<file path="config.mk">
export PLATFORM = sky130hd
export DESIGN_NAME = gbs_ram
export DESIGN_NICKNAME = d
export VERILOG_FILES = /design/src/hw/rtl/gbs_ram.sv
export SDC_FILE = /design/constraint.sdc
export NUM_CORES = 1
export LEC_CHECK = 0
export BUFFER_PORTS_ARGS = -buffer_cell sky130_fd_sc_hd__buf_2
export CAP_MARGIN = 20
export CORE_UTILIZATION = 60
export CTS_CLUSTER_DIAMETER = 150
export DETAILED_ROUTE_END_ITERATION = 8
export HOLD_SLACK_MARGIN = 0.15
export PLACE_DENSITY = 0.86
export SETUP_SLACK_MARGIN = 0.5
export SLEW_MARGIN = 15
export SYNTH_ARGS = -nofsm -noshare
export SYNTH_HDL_FRONTEND = slang
export SYNTH_SLANG_ARGS = --single-unit
</file>
<file path="constraint.sdc">
create_clock -name clock -period 3.25 [get_ports clock]
set_input_delay 0.1625 -clock clock [delete_from_list [all_inputs] [get_ports clock]]
set_output_delay 0.1625 -clock clock [all_outputs]
set_load 0.03 [all_outputs]
</file>
<file path="src/hw/rtl/gbs_ram.sv">
// ----------------------------------------------------------------------------
// gbs_ram
// Generic single-write, single-read RAM with registered read data.
// ----------------------------------------------------------------------------
`default_nettype none

module gbs_ram #(
   parameter int WIDTH = 8,
   parameter int DEPTH = 16
) (
   input  wire logic                     clock,
   input  wire logic                     wr_en,
   input  wire logic [$clog2(DEPTH)-1:0] wr_addr,
   input  wire logic [WIDTH-1:0]         wr_data,
   input  wire logic [$clog2(DEPTH)-1:0] rd_addr,
   output logic      [WIDTH-1:0]         rd_data
);

   logic [WIDTH-1:0] mem_ff [DEPTH];

   always_ff @(posedge clock) begin
      if (wr_en) begin
         mem_ff[wr_addr] <= wr_data;
      end
      rd_data <= mem_ff[rd_addr];
   end

endmodule

`default_nettype wire

</file>
# Yosys cells after proc, flatten, opt, wreduce, memory -nomap -nowiden
# Memory sizes are Yosys's and may differ from the RTL's. A register that Yosys moved wholly into a read port is not among the register bits.
# Index checks and enable logic that the tools add are counted.
[totals]
reg_bits = 0
ramBits = 128
output_inout_bits = 8
word_cells = 3
memories = 1
[classes]
muxes = 2
[memory_table]
columns = ["name", "words", "word_bits", "read_ports", "rd_clocked_by_memory_dff", "write_ports", "line", "rtl"]
rows = [
  ["mem_ff", 16, 8, 1, 1, 1, "19", "logic [WIDTH-1:0] mem_ff [DEPTH];"],
]
[ops]
columns = ["cell", "count"]
rows = [
  ["$mux 1", 2],
]

# Longest topological paths before layout
# Gate-level depths: netlist of run 1.
[logic_depth]
ltp_word = 2
ltp_mapped = 5

# Worst setup path after synthesis of run 1
# OpenSTA, ideal clock, no wires.
[synth_timing]
kind = "input-to-reg"
start = "input wr_addr[2]"
end = "memory mem_ff[0][0], enable pin"
setup_time_ns = 0.383
arrival_time_ns = 1.272
slack_ns = 1.595
stages = 2
cell_sequence = "or3b_2 > nor3_1"
[synth_rtl]
columns = ["item", "line", "rtl"]
rows = [
  ["from (decl)", "13", "input wire logic [$clog2(DEPTH)-1:0] wr_addr,"],
  ["to (decl)", "19", ""],
]
# No word-level cell before the write port.

# Worst setup path after layout of run 1
[layout_timing]
start = "input wr_addr[0]"
end = "memory mem_ff[15][3], enable pin"
# No word-level cell before the write port.

==> summary.md, run 1 <==
| Metric | Value |
|---|---|
| Status | `completed` |
| Initial antenna violation count | `0` |
| Post-Syn Nets | `approximately 250` |
| Period minus WS final | `roughly 1.6 ns` |
| Worst Setup Start Kind | `primary input` |
| Power per standard cell area | `~700 mW/mm^2` |
| Initial drt markers | `approximately 210` |
| CP arrival | `~1.8 ns` |
| Layout cell share with drive strength beyond 1 | `27.15%` |
| Max-Cap Viols | `0` |
| Fmax | `609.0 MHz` |
| Vias per inst | `around 6` |
| Clock sink count | `136` |
| Die X | `approximately 95 um` |
| Number of global-route vias before repair | `between 2000 and 3000` |
| RSZ-0062 raised after global routing | `no` |
| GR Overflow Total | `0` |
| Synthesized cell area | `just over 0.005 mm^2` |
| Min-Delay Path Class | `primary input to flop` |
| Fill count | `around 450` |
| Seq pwr share | `between 40% and 50%` |
| CP max FO | `8` |
| Post-route total power | `roughly 4.2 mW` |
| Final setup vio count | `0` |
| VDD IR max | `approximately 0.46 mV` |
| Total track usage | `between 20% and 30%` |
| Combinational Power Share | `under 10%` |
| Worst skew pair latency | `just over 0.5 ns` |
| Ys Warns | `0` |
| DP Worst Slack | `1.357 ns` |
| CP required | `roughly 3.4 ns` |
| Worst Path Class, Setup | `primary input to flop` |
| Final hold viol count | `0` |
| Crit path capture type | `flop` |
| Net load switching power | `a little over 0.8 mW` |
| Clock tree buffer depth | `2` |
| Final WL | `about 9800 um` |
| Antenna Cells | `0` |
| Register area share after synthesis | `between 70 and 80%` |
| Post-DP HPWL | `~5600 um` |
| Routed Antenna Nets | `0` |
| Rel. slew slack | `a little under two fifths` |
| Synth cell types | `19` |
| Worst-margin pin slew | `around 0.94 ns` |
| Pint | `roughly 3.4 mW` |
| Clk network pwr share | `48.4%` |
| Routed len/inst | `24.64 um` |
| CTS tree | `yes` |
| Leak pwr | `about 2.1 nW` |
| Clock slew at reported path FFs | `approximately 0.060 ns` |
| Synth Register Bits | `about 140` |
| DRC | `0` |
| Postcts setup bufs | `0` |
| Setup TNS | `0 ns` |
| Gpl congestion | `just under 0.8` |
| Vias | `2442` |
| Die height | `roughly 95 um` |
| Core Area | `0.008258 mm^2` |
| Ports | `26` |
| Final worst-path cycle share | `50.53%` |
| Root Buffer | `clkbuf_8` |
| Final core occ | `73.95%` |
| Setup Skew | `0.007100 ns` |
| Post-Syn Area per Cell | `around 22 um^2` |
| Rows | `33` |
| Num CTS Buffers | `17` |
| First-pass GRT wire length | `approximately 15000 um` |
| Sw frac | `around a fifth` |
| Die ar. | `0.008954 mm^2` |
| # H-tree levels | `4` |
| Port Buf Inserts | `25` |
| Setup ws final | `approximately 1.6 ns` |
| Synth Instances | `about 230` |
| Initial Util | `between 60 and 70%` |
| Fin. max-slew vios | `0` |
| TritonRoute pass-1 iters | `4` |
| Area grow syn2layout | `18.64%` |
| Nets | `296` |
| Pin count of the biggest net entering global routing | `33` |
[through the flow]
stage | instance area (um^2) | hold slack, ns | std cells
3_3_place_gp | 5353 | 0.5282 | 353
6_report | 6107 | 0.2768 | 396
5_1_grt | 6107 | 0.3083 | 396
2_1_floorplan | 5147 | 0.2614 | 229
3_5_place_dp | 5353 | 0.5531 | 353
4_1_cts | 6107 | 0.2578 | 396
[synth_stat cells, drive strengths merged]
| master | instances | area (um^2) |
|---|---|---|
| a22oi | 16 | 120.1 |
| and2 | 1 | 6.260 |
| and2b | 1 | 7.510 |
| buf | 7 | 56.30 |
| clkdlybuf4s25 | 3 | 30.03 |
| dfxtp | 8 | 160.2 |
| edfxtp | 128 | 3844 |
| mux4 | 32 | 773.2 |
| nand2 | 9 | 33.78 |
| nand2b | 2 | 12.51 |
| nand3 | 1 | 5.000 |
| nand3b | 2 | 15.01 |
| nor2 | 13 | 48.80 |
| nor2b | 1 | 6.260 |
| nor3 | 4 | 20.02 |
| or3b | 1 | 8.760 |
[critical path, cell delays in order]
cell and delay [ns]:
dlygate4sd3_1 0.52, buf_2 0.18, nand2_1 0.15, nor2_1 0.76
[layer usage]
metal  GRT usage (%)  wire length [um]  vias to the layer above
met5               0                 0                        -
met4           12.88               149                        0
met3           5.314               630                       15
met2           39.63              5105                      112
met1           31.60              3872                     1244
li1                -                 -                     1071
[placed cells by master, fill, tap and decap left out, types with 2 or more instances in the layout]
master / netlist / final
bufinv_16: 0 / 5
buf_4: 1 / 4
clkbuf_16: 0 / 16
clkbuf_8: 0 / 3
mux4_1: 14 / 14
nor3_1: 4 / 3
dlygate4sd3_1: 0 / 11
nand3b_1: 2 / 2
nor2_1: 13 / 13
a22oi_1: 16 / 16
clkbuf_1: 0 / 2
mux4_2: 18 / 18
nand2b_1: 2 / 2
edfxtp_1: 128 / 128
clkinvlp_4: 0 / 3
buf_2: 3 / 25
nand2_1: 9 / 9
clkinv_4: 0 / 2
dfxtp_1: 8 / 8
[path summary, 6_finish.rpt]
path / slack, ns / cells past startpoint / startpoint / to
max: 1.61 / 4 / wr_addr[0] / mem_ff[15][3]
min: 0.28 / 4 / rd_addr[2] / rd_data[0]
max reg2reg: 1.82 / 3 / mem_ff[1][2] / rd_data[2]
min reg2reg: 0.67 / 3 / mem_ff[12][5] / rd_data[5]
[area by class of cell]
cell class | instances | area [um^2] | share of cell area [%]
flip-flops and latches | 136 | 4004 | 65.56
well taps | 105 | 131.4 | 2.151
clock inverters | 11 | 195.2 | 3.196
clock buffers | 21 | 449.2 | 7.355
multi-input cells | 83 | 1062 | 17.39
repair buffers | 40 | 265.3 | 4.343
[state kept, by name (all words and copies together) (netlist names)]
signal   flops
rd_data      8
mem_ff     128
[timing repair]
action / in CTS / in global routing
hold endpoints to repair: 140 / 0
resized for setup: 0 / 0
hold buffers: 11 / 0
[power groups by stage]
stage	Sequential [mW]	Combinational (mW)	Clock [mW]
finish	1.97	0.203	2.05
global route	1.98	0.218	2.13
CTS	1.98	0.204	2.07
detailed placement	2.01	0.190	0
global placement	2.01	0.183	0
floorplan	2.03	0.0995	0
[cell families after synthesis]
logic type | after synthesis | share of synthesized area [%]
compound gates | 16 | 2.334
buf+inv | 10 | 1.677
flops | 136 | 77.78
mux | 32 | 15.02
simple gates | 35 | 3.184
No activity file was read; power rests on OpenSTA's default activity.
==> run 2, diff against run 1 <==
==> constraint.sdc (replaced) <==
create_clock -name clock -period 1.6 [get_ports clock]
set_input_delay 0.08 -clock clock [delete_from_list [all_inputs] [get_ports clock]]
set_output_delay 0.08 -clock clock [all_outputs]
set_load 0.03 [all_outputs]
==> run 2 against run 1 <==
  * Critical path depth down 1
  * Sequential cell count unchanged
  * Non-clock buffer count is 15 higher
  * Sequential power is 100% higher
  * Power increased by 99%
  * Clock power rose by 89%
  * Sequential share of layout area shrank 1.9 points
  * Critical path type is now flop to flop
==> summary.md, run 2 (synthesis results as in run 1) <==
| Metric | Value |
|---|---|
| Nets | `~310` |
| Final core occ | `roughly three quarters` |
| Hold Crit Start | `wr_addr[0]` |
| Gpl congestion | `just over 0.8` |
| WHS | `roughly 0.037 ns` |
| Most frequent cells in the layout | `128 x edfxtp_1, 32 x mux4_2, 19 x buf_4` |
| Reg2Reg Depth | `3` |
| Fin. max-slew vios | `0` |
| Vias | `roughly 2600` |
| Flop2flop setup slack | `approximately 0.28 ns` |
| Initial drt markers | `about 360` |
| Worst-margin pin slew | `between 0.4 and 0.5 ns` |
| Core Area | `0.008258 mm^2` |
| Layout cell share with drive strength beyond 1 | `42.16%` |
| Hold Path Sink | `mem_ff[0][5]` |
| Initial Util | `between 60% and 70%` |
| Setup TNS | `0 ns` |
| CTS tree | `yes` |
| Power per standard cell area | `between 1000 and 1500 mW/mm^2` |
| Worst Path Class, Setup | `flop to flop` |
| Initial antenna violation count | `0` |
| Vias per inst | `approximately 6.2` |
| Largest Register | `mem_ff` |
| DRC | `0` |
| Final hold viol count | `0` |
| Placed insts | `~370` |
| Clock slew at reported path FFs | `roughly 0.06 ns` |
| Final WL | `10180 um` |
| Clock tree buffer depth | `2` |
| Period minus WS final | `roughly 1.3 ns` |
| First-pass GRT wire length | `~15000 um` |
| CP arrival | `~1.7 ns` |
| Port Buf Inserts | `25` |
| Leak pwr | `between 2 and 2.5 nW` |
| Rows | `33` |
| Die ar. | `~0.0090 mm^2` |
| Die X | `~95 um` |
| CP required | `~2.0 ns` |
| Setup Skew | `0.008032 ns` |
| Max FFs per register | `around 130` |
| CP max FO | `1` |
| Critical R2R Capture | `rd_data[4]` |
| Hold_buf cts | `10` |
| Clock sink count | `136` |
| Total track usage | `25.93%` |
| Worst Setup Start Kind | `flop` |
| Final worst-path cycle share | `about 80%` |
| Die height | `94.63 um` |
| Rel. slew slack | `about two thirds` |
| Pin count of the biggest net entering global routing | `33` |
| Crit path capture type | `flop` |
| Ports | `26` |
| Post-route total power | `between 8 and 9 mW` |
| Post-DP HPWL | `~6000 um` |
| GR Overflow Total | `0` |
| Number of global-route vias before repair | `about 2600` |
| Antenna Cells | `0` |
| VDD IR max | `0.6994 mV` |
| Routed len/inst | `24.76 um` |
| RSZ-0062 raised after global routing | `yes` |
| TritonRoute pass-1 iters | `5` |
| RR Startpoint | `mem_ff[11][4]` |
| Fmax | `759.7 MHz` |
| # H-tree levels | `4` |
| Commonest non-fill, non-tap cell in the layout | `edfxtp_1` |
| Final setup vio count | `0` |
| Post-route insts no fill | `approximately 410` |
| Area grow syn2layout | `22.34%` |
| Min-Delay Path Class | `primary input to flop` |
| Root Buffer | `clkbuf_8` |
| Routed Antenna Nets | `0` |
| Status | `completed` |
| Max-Cap Viols | `0` |
| Top flop regs | `mem_ff x128, rd_data x8` |
| WHS Path Cells | `2` |
| Fill count | `about 430` |
| Worst skew pair latency | `between 0.5 and 0.6 ns` |
| Num CTS Buffers | `17` |
-- run 2: report_power, final --
part	internal, mW	switching, mW	total [mW]
combinational	0.223	0.280	0.503
clock	2.45	1.43	3.88
sequential	3.99	0.0352	4.02
-- run 2: metrics by stage --
| stage | cell area, um^2 | setup slack [ns] |
|---|---|---|
| global placement | 5504 | 0.1284 |
| CTS | 6265 | 0.2864 |
| detailed placement | 5504 | 0.1054 |
| global route | 6297 | 0.2604 |
| finish | 6297 | 0.2837 |
| floorplan | 5180 | 0.3869 |
-- run 2: timing repair --
item | CTS | global route
resized for setup | 19 | 10
pin swaps | 0 | 0
endpoints found under the hold margin | 155 | 8
endpoints found under the setup margin | 14 | 15
setup buffers | 0 | 0
-- run 2: worst max-delay path, cell delays in order (launching register included) --
cell and delay (ns):
edfxtp_1 0.39, mux4_2 0.50, a22oi_2 0.24, nand2_1 0.07
-- run 2: layout make-up --
| cell class | instances | area, um^2 | share of cell area (%) |
|---|---|---|---|
| Clock buffer | 20 | 445.4 | 7.073 |
| Clock inverter | 12 | 151.4 | 2.404 |
| Multi-Input combinational cell | 83 | 1106 | 17.56 |
| Sequential cell | 136 | 4008 | 63.64 |
| Tap cell | 105 | 131.4 | 2.086 |
| Timing Repair Buffer | 55 | 455.4 | 7.232 |
-- run 2: how the worst max path moves through the flow --
| stage | end | cells after the start | start | slack [ns] |
|---|---|---|---|---|
| floorplan | mem_ff[0][0] | 2 | wr_addr[2] | 0.39 |
| global placement | mem_ff[0][7] | 3 | wr_addr[2] | 0.13 |
| detailed placement | mem_ff[0][7] | 3 | wr_addr[2] | 0.11 |
| CTS | rd_data[4] | 3 | mem_ff[11][4] | 0.29 |
| global route | rd_data[2] | 3 | mem_ff[3][2] | 0.26 |
| finish | rd_data[4] | 3 | mem_ff[11][4] | 0.28 |
-- run 2: layer usage --
layer	vias to the layer above	global-route usage (%)	share of wire, %
met2	143	39.81	49
li1	1090	-	-
met1	1310	36.84	40
met5	-	0	0
met4	0	11.11	2.6
met3	23	5.153	8.6
==> run 3, diff against run 2 <==
--- a/config.mk
+++ b/config.mk
@@ -5,13 +5,14 @@
 export SDC_FILE = /design/constraint.sdc
 export NUM_CORES = 1
 export LEC_CHECK = 0
+export ABC_AREA = 1
 export BUFFER_PORTS_ARGS = -buffer_cell sky130_fd_sc_hd__buf_2
 export CAP_MARGIN = 20
-export CORE_UTILIZATION = 60
+export CORE_UTILIZATION = 55
 export CTS_CLUSTER_DIAMETER = 150
 export DETAILED_ROUTE_END_ITERATION = 8
 export HOLD_SLACK_MARGIN = 0.15
-export PLACE_DENSITY = 0.86
+export PLACE_DENSITY = 0.83
 export SETUP_SLACK_MARGIN = 0.5
 export SLEW_MARGIN = 15
 export SYNTH_ARGS = -nofsm -noshare
==> constraint.sdc (replaced) <==
create_clock -name clock -period 1.2 [get_ports clock]
set_input_delay 0.06 -clock clock [delete_from_list [all_inputs] [get_ports clock]]
set_output_delay 0.06 -clock clock [all_outputs]
set_load 0.03 [all_outputs]
==> run 3 against run 2 <==
  * The run now ends with negative hold slack left
  * Synthesized area up 12%
  * Hold slack worse by 0.11 ns
  * Worst setup slack worse by 0.13 ns
  * Critical path type is now flop to output pin
  * Sequential power grew 33%
  * First-iteration DRC count increased by 23%
  * Highest routed layer unchanged
  * Largest cell class unchanged
==> summary.md, run 3 <==
| Metric | Value |
|---|---|
| Setup ws final | `between 0.15 and 0.2 ns` |
| Clock slew at reported path FFs | `about 0.060 ns` |
| Post-route total power | `approximately 11 mW` |
| Post-DP HPWL | `7501 um` |
| Critical R2R Capture | `rd_data[5]` |
| RR Startpoint | `mem_ff[9][5]` |
| Largest area contributor in the netlist | `edfxtp_1` |
| Synth cell types | `12` |
| Max FFs per register | `about 130` |
| Hold Path Sink | `rd_data[2]` |
| Antenna Cells | `0` |
| Vias per inst | `5.499` |
| Routed len/inst | `around 19 um` |
| # H-tree levels | `4` |
| Failing checks | `negative hold slack` |
| CP peak stage delay | `between 0.3 and 0.4 ns` |
| Worst Path Class, Setup | `flop to output pin` |
| CP Cell Sequence | `buf_6` |
| Share of synthesized registers carrying an async set or reset | `0%` |
| Reg2Reg Depth | `6` |
| Clock tree buffer depth | `2` |
| Die height | `about 100 um` |
| Synthesized cell area | `approximately 0.0058 mm^2` |
| CP required | `1.14 ns` |
| Most frequent cells in the layout | `163 x nand2_1, 128 x edfxtp_1, 95 x inv_1` |
| Synth Register Bits | `roughly 140` |
| Crit path capture type | `output pin` |
| Initial drt markers | `between 400 and 500` |
| Port Buf Inserts | `25` |
| Final WL | `13840 um` |
| Rows | `37` |
| Final hold viol count | `8` |
| GR Overflow Total | `0` |
| Placed inst area | `0.006203 mm^2` |
| Ports | `26` |
| Area grow syn2layout | `25.23%` |
| Flop2flop setup slack | `0.20 ns` |
| Period minus WS final | `about 1.0 ns` |
| Layout cell share with drive strength beyond 1 | `27.09%` |
| VDD IR max | `between 0.7 and 0.8 mV` |
| Rel. slew slack | `a little over two thirds` |
| Initial antenna violation count | `0` |
| CP max FO | `1` |
| Top_reg_cell synth | `edfxtp_1` |
| Clock sink count | `136` |
| Worst skew pair latency | `between 0.5 and 0.6 ns` |
| Die ar. | `0.01090 mm^2` |
| Min-Delay Path Class | `primary input to flop` |
| CP arrival | `0.99 ns` |
| Leak pwr | `around 3 nW` |
| First-pass GRT wire length | `20920 um` |
| WHS | `-0.07320 ns` |
| Delay-heaviest family, CP | `flip-flops` |
| Count leader, synth | `nand2_1` |
| Top cells by area, synth | `edfxtp_1 67%, nand2_1 11%, nand3_1 8.4%` |
| CP max-delay cell | `dfxtp_2` |
| Status | `finished with violations` |
| Total track usage | `a little over a quarter` |
| CP Buf/Inv Count | `1` |
| Worst-margin pin slew | `0.4416 ns` |
| Hold Crit Start | `rd_addr[3]` |
| DRC | `0` |
| Post-Syn Nets | `569` |
| Root Buffer | `clkbuf_8` |
| Design area | `between 0.007 and 0.008 mm^2` |
| CTS tree | `yes` |
| Max-Cap Viols | `0` |
| Crit. path cell count | `1` |
| Top-area cell type share of the netlist area | `66.65%` |
| Vias | `between 4000 and 5000` |
| Post-synth EDFFs | `approximately 130` |
| Die X | `between 100 and 150 um` |
| Top flop regs | `mem_ff x128, rd_data x8` |
| Hold_buf cts | `9` |
| Commonest non-fill, non-tap cell in the layout | `nand2_1` |
| Core Area | `roughly 0.010 mm^2` |
| Routed Antenna Nets | `0` |
| Synth top cells by count | `173 x nand2_1, 128 x edfxtp_1, 100 x inv_1` |
| Power per standard cell area | `1553 mW/mm^2` |
| Nets | `a little over 600` |
| Worst Setup Start Kind | `flop` |
| Synth Instances | `between 500 and 600` |
| Pin count of the biggest net entering global routing | `65` |
| Number of global-route vias before repair | `3943` |
| Largest Register | `mem_ff` |
| Gpl congestion | `~0.80` |
| Register area share after synthesis | `a little over two thirds` |
| Final setup vio count | `0` |
| Setup TNS | `0 ns` |
| WHS Path Cells | `3` |
| Initial Util | `around 56%` |
| TritonRoute pass-1 iters | `5` |
| DP Worst Slack | `around 0.021 ns` |
| Fin. max-slew vios | `0` |
| RSZ-0062 raised after global routing | `yes` |
| Setup Skew | `0.005952 ns` |
| Fmax | `between 900 and 1000 MHz` |
| Post-Syn Area per Cell | `between 10 and 15 um^2` |
| Fill count | `about 620` |
| Final worst-path cycle share | `between 80% and 90%` |
| Ys Warns | `0` |
| Num CTS Buffers | `17` |
-- run 3: area by class of cell --
class / count / area, um^2 / share of cell area, %
Tap cell: 136 / 170.2 / 2.356
Inverter: 102 / 392.9 / 5.440
Clock buffer: 23 / 466.7 / 6.462
Timing Repair Buffer: 50 / 439.2 / 6.081
Clock inverter: 9 / 97.59 / 1.351
Multi-Input combinational cell: 289 / 1642 / 22.73
Sequential cell: 136 / 4014 / 55.58
-- run 3: worst max-delay path by stage --
stage,endpoint,startpoint,slack [ns]
after floorplan,mem_ff[10][0],wr_addr[2],0.27
after global placement,mem_ff[5][1],wr_addr[3],0.03
after detailed placement,mem_ff[5][3],wr_addr[3],0.02
after CTS,rd_data[5],rd_data[5],0.14
after global routing,rd_data[1],rd_data[1],0.12
final,rd_data[1],rd_data[1],0.15
-- run 3: report_power, final --
group	leakage [nW]	internal [mW]	switching [mW]
Combinational	1.58	0.306	0.628
Sequential	1.22	5.32	0.0370
Clock	0.281	3.10	1.83
-- run 3: repair_timing --
item	CTS	global route
pin swaps	31	22
setup endpoints to repair	16	16
endpoints found under the hold margin	200	72
buffers inserted	0	0
resized for setup	65	25
-- run 3: logic make-up (layout without fill, tap and decap cells) --
logic type / count (synthesis) / after routing / synth area share, %
AND/OR/NAND/NOR: 289 / 289 / 21.05
flip-flops: 136 / 136 / 69.43
buffers and inverters: 126 / 184 / 9.525
-- run 3: metrics by stage --
stage	std cells	hold slack, ns	utilization, %
after detailed placement	704	0.4399	60.63
after floorplan	551	0.1589	-
after CTS	745	-0.1044	69.60
final	745	-0.07320	70.59
after global routing	745	-0.08170	70.59
after global placement	704	0.4249	60.63
-- run 3: layer usage --
layer  vias up  wire length [um]  track usage (%)
met5         -                 0                0
met4         0               412            13.57
met3        36              1154            5.827
met2       256              6979            41.77
met1      1938              5293            34.13
li1       1867                 -                -
